## config.mk

```make
export PLATFORM = sky130hd
export DESIGN_NAME = circular_doubly_linked_list_manager_flat
export DESIGN_NICKNAME = d
export VERILOG_FILES = /design/src/hw/rtl/cdl_pkg.sv /design/src/hw/rtl/cdl_if.sv /design/src/hw/rtl/cdl_wrap.sv /design/src/hw/rtl/cdl_mem.sv /design/src/hw/rtl/circular_doubly_linked_list_manager.sv /design/src/flat_wrapper.sv
export SDC_FILE = /design/constraint.sdc
export NUM_CORES = 2
export LEC_CHECK = 0
export BUFFER_PORTS_ARGS = -buffer_cell sky130_fd_sc_hd__buf_2
export CAP_MARGIN = 0
export CORE_ASPECT_RATIO = 2
export CORE_UTILIZATION = 30
export CTS_CLUSTER_DIAMETER = 80
export DETAILED_ROUTE_END_ITERATION = 10
export SLEW_MARGIN = 20
export SYNTH_ARGS = -nofsm -noshare
export SYNTH_HDL_FRONTEND = slang
export SYNTH_SLANG_ARGS = --single-unit
```

## constraint.sdc

```tcl
create_clock -name i_clk -period 15.05 [get_ports i_clk]
set_input_delay 3.01 -clock i_clk [delete_from_list [all_inputs] [get_ports i_clk]]
set_output_delay 3.01 -clock i_clk [all_outputs]
set_load 0.05 [all_outputs]
```

## src/hw/rtl/cdl_pkg.sv

```systemverilog
// shared constants and opcodes for the circular doubly linked list manager
`default_nettype none

package cdl_pkg;

    localparam int NODE_COUNT_DEF = 256;
    localparam int FIELD_W        = 8;
    localparam int OP_W           = 3;

    localparam logic [OP_W-1:0] OP_DETACH     = 3'd0;
    localparam logic [OP_W-1:0] OP_INS_BEFORE = 3'd1;
    localparam logic [OP_W-1:0] OP_INS_AFTER  = 3'd2;
    localparam logic [OP_W-1:0] OP_POP_FRONT  = 3'd3;
    localparam logic [OP_W-1:0] OP_POP_BACK   = 3'd4;

endpackage

`default_nettype wire

```

## src/hw/rtl/cdl_if.sv

```systemverilog
// request and response channel interfaces
`default_nettype none

interface cdl_req_if
    import cdl_pkg::*;
();
    logic               valid;
    logic               ready;
    logic [OP_W-1:0]    opcode;
    logic [FIELD_W-1:0] first_node;
    logic [FIELD_W-1:0] second_node;

    modport source (output valid, output opcode, output first_node, output second_node,
                    input ready);
    modport sink   (input valid, input opcode, input first_node, input second_node,
                    output ready);
endinterface

interface cdl_rsp_if
    import cdl_pkg::*;
();
    logic               valid;
    logic               ready;
    logic [FIELD_W-1:0] popped_node;
    logic               removed;

    modport source (output valid, output popped_node, output removed, input ready);
    modport sink   (input valid, input popped_node, input removed, output ready);
endinterface

`default_nettype wire

```

## src/hw/rtl/cdl_wrap.sv

```systemverilog
// shared index wrap unit: registers an 8-bit node field and reduces it modulo the pool size
`default_nettype none

module cdl_wrap
    import cdl_pkg::*;
#(
    parameter  int NODE_COUNT = NODE_COUNT_DEF,
    localparam int IW         = $clog2(NODE_COUNT)
) (
    input  wire logic               i_clk,
    input  wire logic [FIELD_W-1:0] i_value,
    output logic      [IW-1:0]      o_node
);

    logic [FIELD_W-1:0] r_value;

    always_ff @(posedge i_clk) begin
        r_value <= i_value;
    end

    generate
        if (NODE_COUNT >= 256) begin : g_wide
            // every 8-bit value is already a valid index
            assign o_node = IW'(r_value);
        end else if ((NODE_COUNT & (NODE_COUNT - 1)) == 0) begin : g_pow2
            assign o_node = r_value[IW-1:0];
        end else begin : g_recip
            // quotient by reciprocal multiply, exact for 8-bit values
            localparam int QSH   = 16;
            localparam int RECIP = ((1 << QSH) + NODE_COUNT - 1) / NODE_COUNT;
            localparam int RW    = $clog2(RECIP + 1);
            localparam int PW    = FIELD_W + RW;

            logic [PW-1:0]      prod;
            logic [FIELD_W-1:0] r_quot;
            logic [2*FIELD_W-1:0] back;
            logic [FIELD_W-1:0] rem;

            assign prod = PW'(i_value) * PW'(RECIP);

            always_ff @(posedge i_clk) begin
                r_quot <= FIELD_W'(prod >> QSH);
            end

            assign back   = (2*FIELD_W)'(r_quot) * (2*FIELD_W)'(NODE_COUNT);
            assign rem    = r_value - back[FIELD_W-1:0];
            assign o_node = rem[IW-1:0];
        end
    endgenerate

endmodule

`default_nettype wire

```

## src/hw/rtl/cdl_mem.sv

```systemverilog
// link memory: one write port and one registered read port
`default_nettype none

module cdl_mem
    import cdl_pkg::*;
#(
    parameter  int NODE_COUNT = NODE_COUNT_DEF,
    localparam int IW         = $clog2(NODE_COUNT)
) (
    input  wire logic          i_clk,
    input  wire logic          i_we,
    input  wire logic [IW-1:0] i_waddr,
    input  wire logic [IW-1:0] i_wdata,
    input  wire logic [IW-1:0] i_raddr,
    output logic      [IW-1:0] o_rdata
);

    logic [IW-1:0] mem [NODE_COUNT];

    always_ff @(posedge i_clk) begin
        if (i_we) begin
            mem[i_waddr] <= i_wdata;
        end
    end

    always_ff @(posedge i_clk) begin
        o_rdata <= mem[i_raddr];
    end

endmodule

`default_nettype wire

```

## src/hw/rtl/circular_doubly_linked_list_manager.sv

```systemverilog
// top level: sequencer over the link memories and the shared index wrap unit
//
//  channel   dir   handshake            payload
//  i_req     in    valid / ready        opcode, first_node, second_node
//  o_rsp     out   valid / ready        popped_node, removed
//
//  steps: detach, self insert, empty pop and unused opcodes go idle, wrap, fetch,
//  exec, done; an insert adds a second write step and a removing pop an unlink step,
//  set by one read and one write port per link memory and the single shared wrap unit
//  reset: synchronous, active low; then a clearing pass over all NODE_COUNT nodes, ready low
//  stalls: a new beat is accepted while a result still waits in the output register
//  the block only waits in its final step while that register is full
`default_nettype none

module circular_doubly_linked_list_manager
    import cdl_pkg::*;
#(
    parameter int NODE_COUNT = NODE_COUNT_DEF
) (
    input  wire logic i_clk,
    input  wire logic i_rst_n,
    cdl_req_if.sink   i_req,
    cdl_rsp_if.source o_rsp
);

    localparam int IW = $clog2(NODE_COUNT);

    // sequencer states
    localparam logic [2:0] S_CLEAR  = 3'd0;  // reset sweep of both link memories
    localparam logic [2:0] S_IDLE   = 3'd1;  // waiting for a request beat
    localparam logic [2:0] S_WRAP_B = 3'd2;  // first node leaves wrap unit, second enters
    localparam logic [2:0] S_FETCH  = 3'd3;  // read links of the operand node
    localparam logic [2:0] S_EXEC   = 3'd4;  // first write step, or find the pop victim
    localparam logic [2:0] S_WRITE2 = 3'd5;  // second write step of an insert
    localparam logic [2:0] S_UNLINK = 3'd6;  // unlink the popped node
    localparam logic [2:0] S_DONE   = 3'd7;  // hand result to output register

    logic [2:0]         r_state, n_state;
    logic [IW-1:0]      r_cnt, n_cnt;
    logic [OP_W-1:0]    r_op, n_op;
    logic [FIELD_W-1:0] r_sec, n_sec;
    logic [IW-1:0]      r_a, n_a;
    logic [IW-1:0]      r_b, n_b;
    logic [IW-1:0]      r_t, n_t;      // victim or saved neighbor
    logic [FIELD_W-1:0] r_res_node, n_res_node;
    logic               r_res_rm, n_res_rm;

    logic               r_out_valid;
    logic [FIELD_W-1:0] r_out_node;
    logic               r_out_rm;
    logic               out_load;

    // shared wrap unit
    logic [FIELD_W-1:0] wrap_in;
    logic [IW-1:0]      wrap_node;

    // link memory ports
    logic               nx_we, pv_we;
    logic [IW-1:0]      nx_waddr, nx_wdata, pv_waddr, pv_wdata;
    logic [IW-1:0]      rd_addr;
    logic [IW-1:0]      nx_rd, pv_rd;
    logic [IW-1:0]      victim;

    cdl_wrap #(.NODE_COUNT(NODE_COUNT)) u_wrap (
        .i_clk   (i_clk),
        .i_value (wrap_in),
        .o_node  (wrap_node)
    );

    cdl_mem #(.NODE_COUNT(NODE_COUNT)) u_next (
        .i_clk   (i_clk),
        .i_we    (nx_we),
        .i_waddr (nx_waddr),
        .i_wdata (nx_wdata),
        .i_raddr (rd_addr),
        .o_rdata (nx_rd)
    );

    cdl_mem #(.NODE_COUNT(NODE_COUNT)) u_prev (
        .i_clk   (i_clk),
        .i_we    (pv_we),
        .i_waddr (pv_waddr),
        .i_wdata (pv_wdata),
        .i_raddr (rd_addr),
        .o_rdata (pv_rd)
    );

    assign i_req.ready = (r_state == S_IDLE);
    assign victim      = (r_op == OP_POP_FRONT) ? nx_rd : pv_rd;
    assign out_load    = (r_state == S_DONE) && (!r_out_valid || o_rsp.ready);

    always_comb begin
        n_state    = r_state;
        n_cnt      = r_cnt;
        n_op       = r_op;
        n_sec      = r_sec;
        n_a        = r_a;
        n_b        = r_b;
        n_t        = r_t;
        n_res_node = r_res_node;
        n_res_rm   = r_res_rm;
        wrap_in    = r_sec;
        rd_addr    = r_a;
        nx_we      = 1'b0;
        nx_waddr   = r_a;
        nx_wdata   = r_a;
        pv_we      = 1'b0;
        pv_waddr   = r_a;
        pv_wdata   = r_a;

        case (r_state)
            S_CLEAR: begin
                // every node links to itself
                nx_we    = 1'b1;
                nx_waddr = r_cnt;
                nx_wdata = r_cnt;
                pv_we    = 1'b1;
                pv_waddr = r_cnt;
                pv_wdata = r_cnt;
                n_cnt    = r_cnt + 1'b1;
                if (r_cnt == IW'(NODE_COUNT - 1)) begin
                    n_state = S_IDLE;
                end
            end
            S_IDLE: begin
                wrap_in = i_req.first_node;
                if (i_req.valid) begin
                    n_op    = i_req.opcode;
                    n_sec   = i_req.second_node;
                    n_state = S_WRAP_B;
                end
            end
            S_WRAP_B: begin
                n_a     = wrap_node;
                wrap_in = r_sec;
                n_state = S_FETCH;
            end
            S_FETCH: begin
                n_b = wrap_node;
                // insert-after reads its anchor, all others read the first node
                rd_addr = (r_op == OP_INS_AFTER) ? wrap_node : r_a;
                n_state = S_EXEC;
            end
            S_EXEC: begin
                n_res_node = '0;
                n_res_rm   = 1'b0;
                n_state    = S_DONE;
                case (r_op)
                    OP_DETACH: begin
                        nx_we    = 1'b1;
                        nx_waddr = pv_rd;
                        nx_wdata = nx_rd;
                        pv_we    = 1'b1;
                        pv_waddr = nx_rd;
                        pv_wdata = pv_rd;
                    end
                    OP_INS_BEFORE: begin
                        // anchor a, new node b: next[before] = b, prev[b] = before
                        if (r_a != r_b) begin
                            nx_we    = 1'b1;
                            nx_waddr = pv_rd;
                            nx_wdata = r_b;
                            pv_we    = 1'b1;
                            pv_waddr = r_b;
                            pv_wdata = pv_rd;
                            n_state  = S_WRITE2;
                        end
                    end
                    OP_INS_AFTER: begin
                        // new node a, anchor b: next[b] = a, prev[a] = b, keep old next
                        if (r_a != r_b) begin
                            nx_we    = 1'b1;
                            nx_waddr = r_b;
                            nx_wdata = r_a;
                            pv_we    = 1'b1;
                            pv_waddr = r_a;
                            pv_wdata = r_b;
                            n_t      = nx_rd;
                            n_state  = S_WRITE2;
                        end
                    end
                    OP_POP_FRONT, OP_POP_BACK: begin
                        // head linking to itself means an empty list
                        if (victim != r_a) begin
                            rd_addr = victim;
                            n_t     = victim;
                            n_state = S_UNLINK;
                        end
                    end
                    default: begin
                    end
                endcase
            end
            S_WRITE2: begin
                nx_we   = 1'b1;
                pv_we   = 1'b1;
                n_state = S_DONE;
                if (r_op == OP_INS_BEFORE) begin
                    nx_waddr = r_b;
                    nx_wdata = r_a;
                    pv_waddr = r_a;
                    pv_wdata = r_b;
                end else begin
                    nx_waddr = r_a;
                    nx_wdata = r_t;
                    pv_waddr = r_t;
                    pv_wdata = r_a;
                end
            end
            S_UNLINK: begin
                nx_we      = 1'b1;
                nx_waddr   = pv_rd;
                nx_wdata   = nx_rd;
                pv_we      = 1'b1;
                pv_waddr   = nx_rd;
                pv_wdata   = pv_rd;
                n_res_node = FIELD_W'(32'(r_t));
                n_res_rm   = 1'b1;
                n_state    = S_DONE;
            end
            S_DONE: begin
                if (!r_out_valid || o_rsp.ready) begin
                    n_state = S_IDLE;
                end
            end
            default: begin
                n_state = S_IDLE;
            end
        endcase
    end

    // control state
    always_ff @(posedge i_clk) begin
        if (!i_rst_n) begin
            r_state     <= S_CLEAR;
            r_cnt       <= '0;
            r_out_valid <= 1'b0;
        end else begin
            r_state <= n_state;
            r_cnt   <= n_cnt;
            if (out_load) begin
                r_out_valid <= 1'b1;
            end else if (o_rsp.ready) begin
                r_out_valid <= 1'b0;
            end
        end
    end

    // payload
    always_ff @(posedge i_clk) begin
        r_op       <= n_op;
        r_sec      <= n_sec;
        r_a        <= n_a;
        r_b        <= n_b;
        r_t        <= n_t;
        r_res_node <= n_res_node;
        r_res_rm   <= n_res_rm;
        if (out_load) begin
            r_out_node <= r_res_node;
            r_out_rm   <= r_res_rm;
        end
    end

    assign o_rsp.valid       = r_out_valid;
    assign o_rsp.popped_node = r_out_node;
    assign o_rsp.removed     = r_out_rm;

    // clearing sweep steps one node per cycle
    a_clear_step: assert property (@(posedge i_clk) disable iff (!i_rst_n)
        (r_state == S_CLEAR && r_cnt != IW'(NODE_COUNT - 1))
        |=> (r_state == S_CLEAR && r_cnt == IW'($past(r_cnt) + 1'b1)))
        else $error("clearing sweep skipped a node");

    // only a pop can report a removed node, and never its own head
    a_rm_pop: assert property (@(posedge i_clk) disable iff (!i_rst_n)
        (out_load && r_res_rm)
        |-> ((r_op == OP_POP_FRONT || r_op == OP_POP_BACK) && r_t != r_a))
        else $error("removed flag outside a pop");

    // a result with nothing removed carries a zero node
    a_zero_node: assert property (@(posedge i_clk) disable iff (!i_rst_n)
        (o_rsp.valid && !o_rsp.removed) |-> (o_rsp.popped_node == '0))
        else $error("nonzero node without removal");

    // no request is taken before the clearing sweep ends
    a_no_accept_clear: assert property (@(posedge i_clk) disable iff (!i_rst_n)
        (r_state == S_CLEAR) |=> !($past(i_req.valid) && $past(i_req.ready)))
        else $error("request accepted during clearing sweep");

endmodule

`default_nettype wire
```

## src/flat_wrapper.sv

```systemverilog
// flat-port wrapper written by rule: the top's interface ports become plain ports
module circular_doubly_linked_list_manager_flat import cdl_pkg::*;
#(
    parameter int NODE_COUNT = NODE_COUNT_DEF
)
  (i_clk, i_rst_n, i_req_valid, i_req_opcode, i_req_first_node, i_req_second_node, i_req_ready, o_rsp_valid, o_rsp_popped_node, o_rsp_removed, o_rsp_ready);
  cdl_req_if i_req_i ();
  cdl_rsp_if o_rsp_i ();
  input  wire logic i_clk;
  input  wire logic i_rst_n;
  input wire logic [$bits(i_req_i.valid)-1:0] i_req_valid;
  input wire logic [$bits(i_req_i.opcode)-1:0] i_req_opcode;
  input wire logic [$bits(i_req_i.first_node)-1:0] i_req_first_node;
  input wire logic [$bits(i_req_i.second_node)-1:0] i_req_second_node;
  output wire logic [$bits(i_req_i.ready)-1:0] i_req_ready;
  output wire logic [$bits(o_rsp_i.valid)-1:0] o_rsp_valid;
  output wire logic [$bits(o_rsp_i.popped_node)-1:0] o_rsp_popped_node;
  output wire logic [$bits(o_rsp_i.removed)-1:0] o_rsp_removed;
  input wire logic [$bits(o_rsp_i.ready)-1:0] o_rsp_ready;
  assign i_req_i.valid = i_req_valid;
  assign i_req_i.opcode = i_req_opcode;
  assign i_req_i.first_node = i_req_first_node;
  assign i_req_i.second_node = i_req_second_node;
  assign i_req_ready = i_req_i.ready;
  assign o_rsp_valid = o_rsp_i.valid;
  assign o_rsp_popped_node = o_rsp_i.popped_node;
  assign o_rsp_removed = o_rsp_i.removed;
  assign o_rsp_i.ready = o_rsp_ready;
  circular_doubly_linked_list_manager #(.NODE_COUNT(NODE_COUNT)) u_core (.i_clk(i_clk), .i_rst_n(i_rst_n), .i_req(i_req_i), .o_rsp(o_rsp_i));
endmodule
```

==> impl_results.md <==
- DRC violation total after the first TritonRoute iteration: 9998
- Routed WL: 549 mm
- Number of violations of the max-capacitance limit: 0
- Via count of the routed design: approximately 95000
- Worst reg2reg path endpoint: u_core.u_next.o_rdata[1]
- Post-CTS repair timing setup buffer count: 0
- Most used standard cell by instance count after synthesis: sky130_fd_sc_hd__edfxtp_1
- Vias/cell: 5.33
- Root Buffer: sky130_fd_sc_hd__clkbuf_16
- Post-synth design cell area: 164000 sq um
- Chain of cells forming the critical path: nand2b_1, inv_1, nand2b_1, buf_4, a21oi_1, o31ai_1, a41oi_1, o21a_4, buf_12, buf_12, buf_12, nand2_1, a31oi_1, nand4_1, nand3_1, nor3_1, buf_4, nor4_1
- Register-to-Register Path Depth: 18
- Least-Margin Pin Slew: 1.26 ns
- Most numerous cell on the critical path: sky130_fd_sc_hd__buf_12
- CTS tree: done
- Clock insertion delay at the later pin of the skew report: roughly 0.96 ns
- Setup clock skew after layout: 0.0401 ns
- Total number of yosys warnings: 0
- Outcome: finished clean
- DR pass1 iterations: 8
- Floorplan die width: 525 um
- Number of synthesized register bits: 4185
- Max-slew headroom: 15.4%
- Critical path origin: u_core.r_state[2]
- Post-synth top area cell: sky130_fd_sc_hd__edfxtp_1
- Remaining Overflow, GRT: 0
- Top-level I/O count: 34
- Peak supply drop: 0.0000911 V
- Remaining design rule violation count: 0
- Critical path endpoint category: flip-flop
- Hold violation total from the final report: 0
- CP arrival: 8.72 ns
- Fraction of registers with async set or reset after synthesis: 0%
- Power density over the cells: 120 nW/um^2
- Share of cells above drive strength 1: 12.5%
- Mean instance size in the synthesized netlist: 15.6 sq um
- Maximum number of pins on one net before global-route repair: 143
- Maximum root-to-sink buffer count: 4
- Power dissipated by switching net loads: 4.47 mW
- Number of clock sinks: 4185
- Number of buffers inserted by port buffering: 33
- Sort of element at the start of the critical path: flip-flop
- Register clock-pin slew on the reported worst setup and hold paths: 0.08 ns
- Unrepaired setup endpoints after global routing: no
- Per-cell routed wire length: slightly above 30 um
- Number of instances resized during post-cts repair: 0
- Worst path depth: 18
- Synthesized netlist cell count: about 11000
- Die area: about 550000 sq um
- Clock H-tree levels: 5
- Final Net Count: 10523
- Placed Cells: ~17000
- Delay contributed by the slowest stage of the critical path: 1.05 ns
- Net count of the mapped netlist: 10561
- Time the final worst path needs with I/O delays and setup: 7.99 ns
- Antenna violations before repair: 19
- Portion of the clock cycle consumed by the worst path in the final layout: 53.1%
- Global-route usage over all layers: 19.4%
- Max Fanout on Critical Path: 136
- Number of cells in the finished layout apart from fillers: 17907
- Inserted Clock Buffers: 332
- Synth top area share: 75.9%
- WP data required: about 16 ns
- Critical register-to-register path startpoint: u_core.r_state[2]
- Placement row count: 383
- Vias in the first global route: 95047
- Wire length of the first global-routing pass: 755 mm
- Die boundary height: 1.05 mm
- Relative area change from synthesis to final layout: 12.1%
- Logic gate share of total power: roughly 1.0%
- F_max: 125 MHz
- Detail Placement HPWL: approximately 350 mm
- Largest delay contributor family on the critical path: buffers and inverters
- Proportion of total power due to net switching: 20.2%
- Setup slack on the worst flop-to-flop path: around 7.1 ns
- Most common flop cell mapped by yosys: sky130_fd_sc_hd__edfxtp_1
- Pint: 17.6 mW
- Core footprint: 544000 sq um
- Fill cell instance count of the final layout: 51973
- Share of synthesized area occupied by flip-flops and latches: 76.4%
- Sequential cell fraction of total power: 57.7%
- Sum of negative setup slack: 0 ns
- Cts-stage hold buffer count: 0
- Critical path class: flip-flop to flip-flop
- Critical-path cell with the highest stage delay: sky130_fd_sc_hd__nor4_1
- Post-synth EDFFs: 4149
- Pwr Total: roughly 22 mW
- Cell variety after synth: 77
- P_leak: 58.4 nW
- Largest cells by area after synthesis: sky130_fd_sc_hd__edfxtp_1, sky130_fd_sc_hd__mux4_2, sky130_fd_sc_hd__nand2_1
- Endpoints failing setup: 0
- Fin. max-slew vios: 0
- End point of the critical path: u_core.u_next.o_rdata[1]
- Effective utilization at floorplan: around 30%
- Worst path bufs/invs: 6
- Synth top cells by count: sky130_fd_sc_hd__edfxtp_1, sky130_fd_sc_hd__nand2_1, sky130_fd_sc_hd__nand3_1
- Min-delay worst type: flip-flop to flip-flop
- Clock share of power: between 40% and 50%
- Final Wtd Congestion: 0.936
- DRT antenna net count: 0
-- flip-flops by register name, summed over array words and instances (netlist names) --
register and count:
u_core.u_wrap.o_node 8, u_core.r_res_node 8, u_core.u_prev.o_rdata 8, u_core.o_rsp.valid 1
u_core.o_rsp.popped_node 8, u_core.r_t 8, u_core.o_rsp.removed 1, u_core.r_cnt 8
u_core.u_next.o_rdata 8, u_core.r_res_rm 1, u_core.r_a 8, u_core.r_state 3
u_core.r_sec 8, u_core.r_op 3, u_core.r_b 8, u_core.u_prev.mem 2048
u_core.u_next.mem 2048
-- cell type report --
cell class              instances  area [sq um]  area share, %
diodes                         17          42.5         0.0231
inverters                      29           191          0.104
flip-flops and latches       4185        125000           68.1
multi-input cells            5658         36000           19.6
well taps                    7122          8910           4.84
repair buffers                293          2530           1.37
clock inverters               201          2180           1.18
clock buffers                 402          8790           4.78
-- worst register-to-register path: stages, from the launching register on --
cell and delay (ns):
sky130_fd_sc_hd__dfxtp_1 0.78, sky130_fd_sc_hd__nand2b_1 0.23, sky130_fd_sc_hd__inv_1 0.50, sky130_fd_sc_hd__nand2b_1 0.10, sky130_fd_sc_hd__buf_4 0.23, sky130_fd_sc_hd__a21oi_1 0.29, sky130_fd_sc_hd__o31ai_1 0.13, sky130_fd_sc_hd__a41oi_1 0.37
sky130_fd_sc_hd__o21a_4 0.73, sky130_fd_sc_hd__buf_12 0.53, sky130_fd_sc_hd__buf_12 0.70, sky130_fd_sc_hd__buf_12 0.59, sky130_fd_sc_hd__nand2_1 0.41, sky130_fd_sc_hd__a31oi_1 0.18, sky130_fd_sc_hd__nand4_1 0.14, sky130_fd_sc_hd__nand3_1 0.34
sky130_fd_sc_hd__nor3_1 0.22, sky130_fd_sc_hd__buf_4 0.24, sky130_fd_sc_hd__nor4_1 1.05
-- cells by family after synthesis --
kind of cell | Yosys count | share of synthesized area (%)
flip-flops | 4185 | 76.4
AND/OR/NAND/NOR | 4098 | 10.7
AO/OA/AOI/OAI | 844 | 3.51
multiplexers | 696 | 7.30
buffers and inverters | 694 | 2.04
XOR/XNOR | 19 | 0.101
adder cells (fa/ha/maj) | 1 | 0.00762
-- worst min-delay path by stage --
stage                                        endpoint                 start  cells past startpoint  slack [ns]
final                     u_core.o_rsp.popped_node[4]  u_core.r_res_node[4]                      0        0.45
after global routing      u_core.o_rsp.popped_node[6]  u_core.r_res_node[6]                      0        0.44
after CTS                 u_core.o_rsp.popped_node[5]  u_core.r_res_node[5]                      0        0.44
after detailed placement  u_core.o_rsp.popped_node[4]  u_core.r_res_node[4]                      0        0.43
after global placement    u_core.o_rsp.popped_node[4]  u_core.r_res_node[4]                      0        0.45
after floorplan           u_core.o_rsp.popped_node[0]  u_core.r_res_node[0]                      0        0.40
-- placed cells by master (no fill, tap or decap), drive strengths merged, types with 17 or more instances in the layout --
cell type     n
dfxtp        36
edfxtp     4149
diode        17
a221oi       27
nor3         49
a31oi       129
o21ai        69
a32oi       180
and3         21
a22oi        49
mux4        400
nand4       298
clkinvlp     27
a21oi       237
nand3       745
nor4         41
clkinv      119
mux2i       288
nor2        593
inv          46
clkbuf      403
buf         292
nand2      2283
bufinv       38
o22ai        40
o2111ai      24
-- power by group through the flow --
stage / Clock [mW] / Sequential, mW / Combinational [mW]
after detailed placement: 0 / 13.0 / 0.225
after global placement: 0 / 13.0 / 0.219
after global routing: 9.53 / 12.7 / 0.231
after CTS: 9.18 / 12.7 / 0.225
final: 9.12 / 12.7 / 0.227
after floorplan: 0 / 13.0 / 0.0830
-- per-stage QoR --
stage / utilization, % / setup WS (ns) / hold WS [ns] / cell area [sq um]
2_1_floorplan: - / 4.48 / 0.400 / 164000
3_3_place_gp: 31.7 / 6.72 / 0.451 / 173000
3_5_place_dp: 31.8 / 7.35 / 0.432 / 173000
4_1_cts: 33.8 / 7.35 / 0.436 / 184000
5_1_grt: 33.8 / 6.78 / 0.444 / 184000
6_report: 33.8 / 7.06 / 0.449 / 184000
-- metal layers --
metal / vias up / share of wire, % / GRT usage (%)
met5: - / 0.0066 / 0
met1: 49588 / 31 / 18.9
li1: 40185 / - / -
met4: 6 / 11 / 18.6
met3: 1351 / 5.7 / 2.38
met2: 4288 / 52 / 35.4
Note: power is estimated with default switching activity, not from simulation.
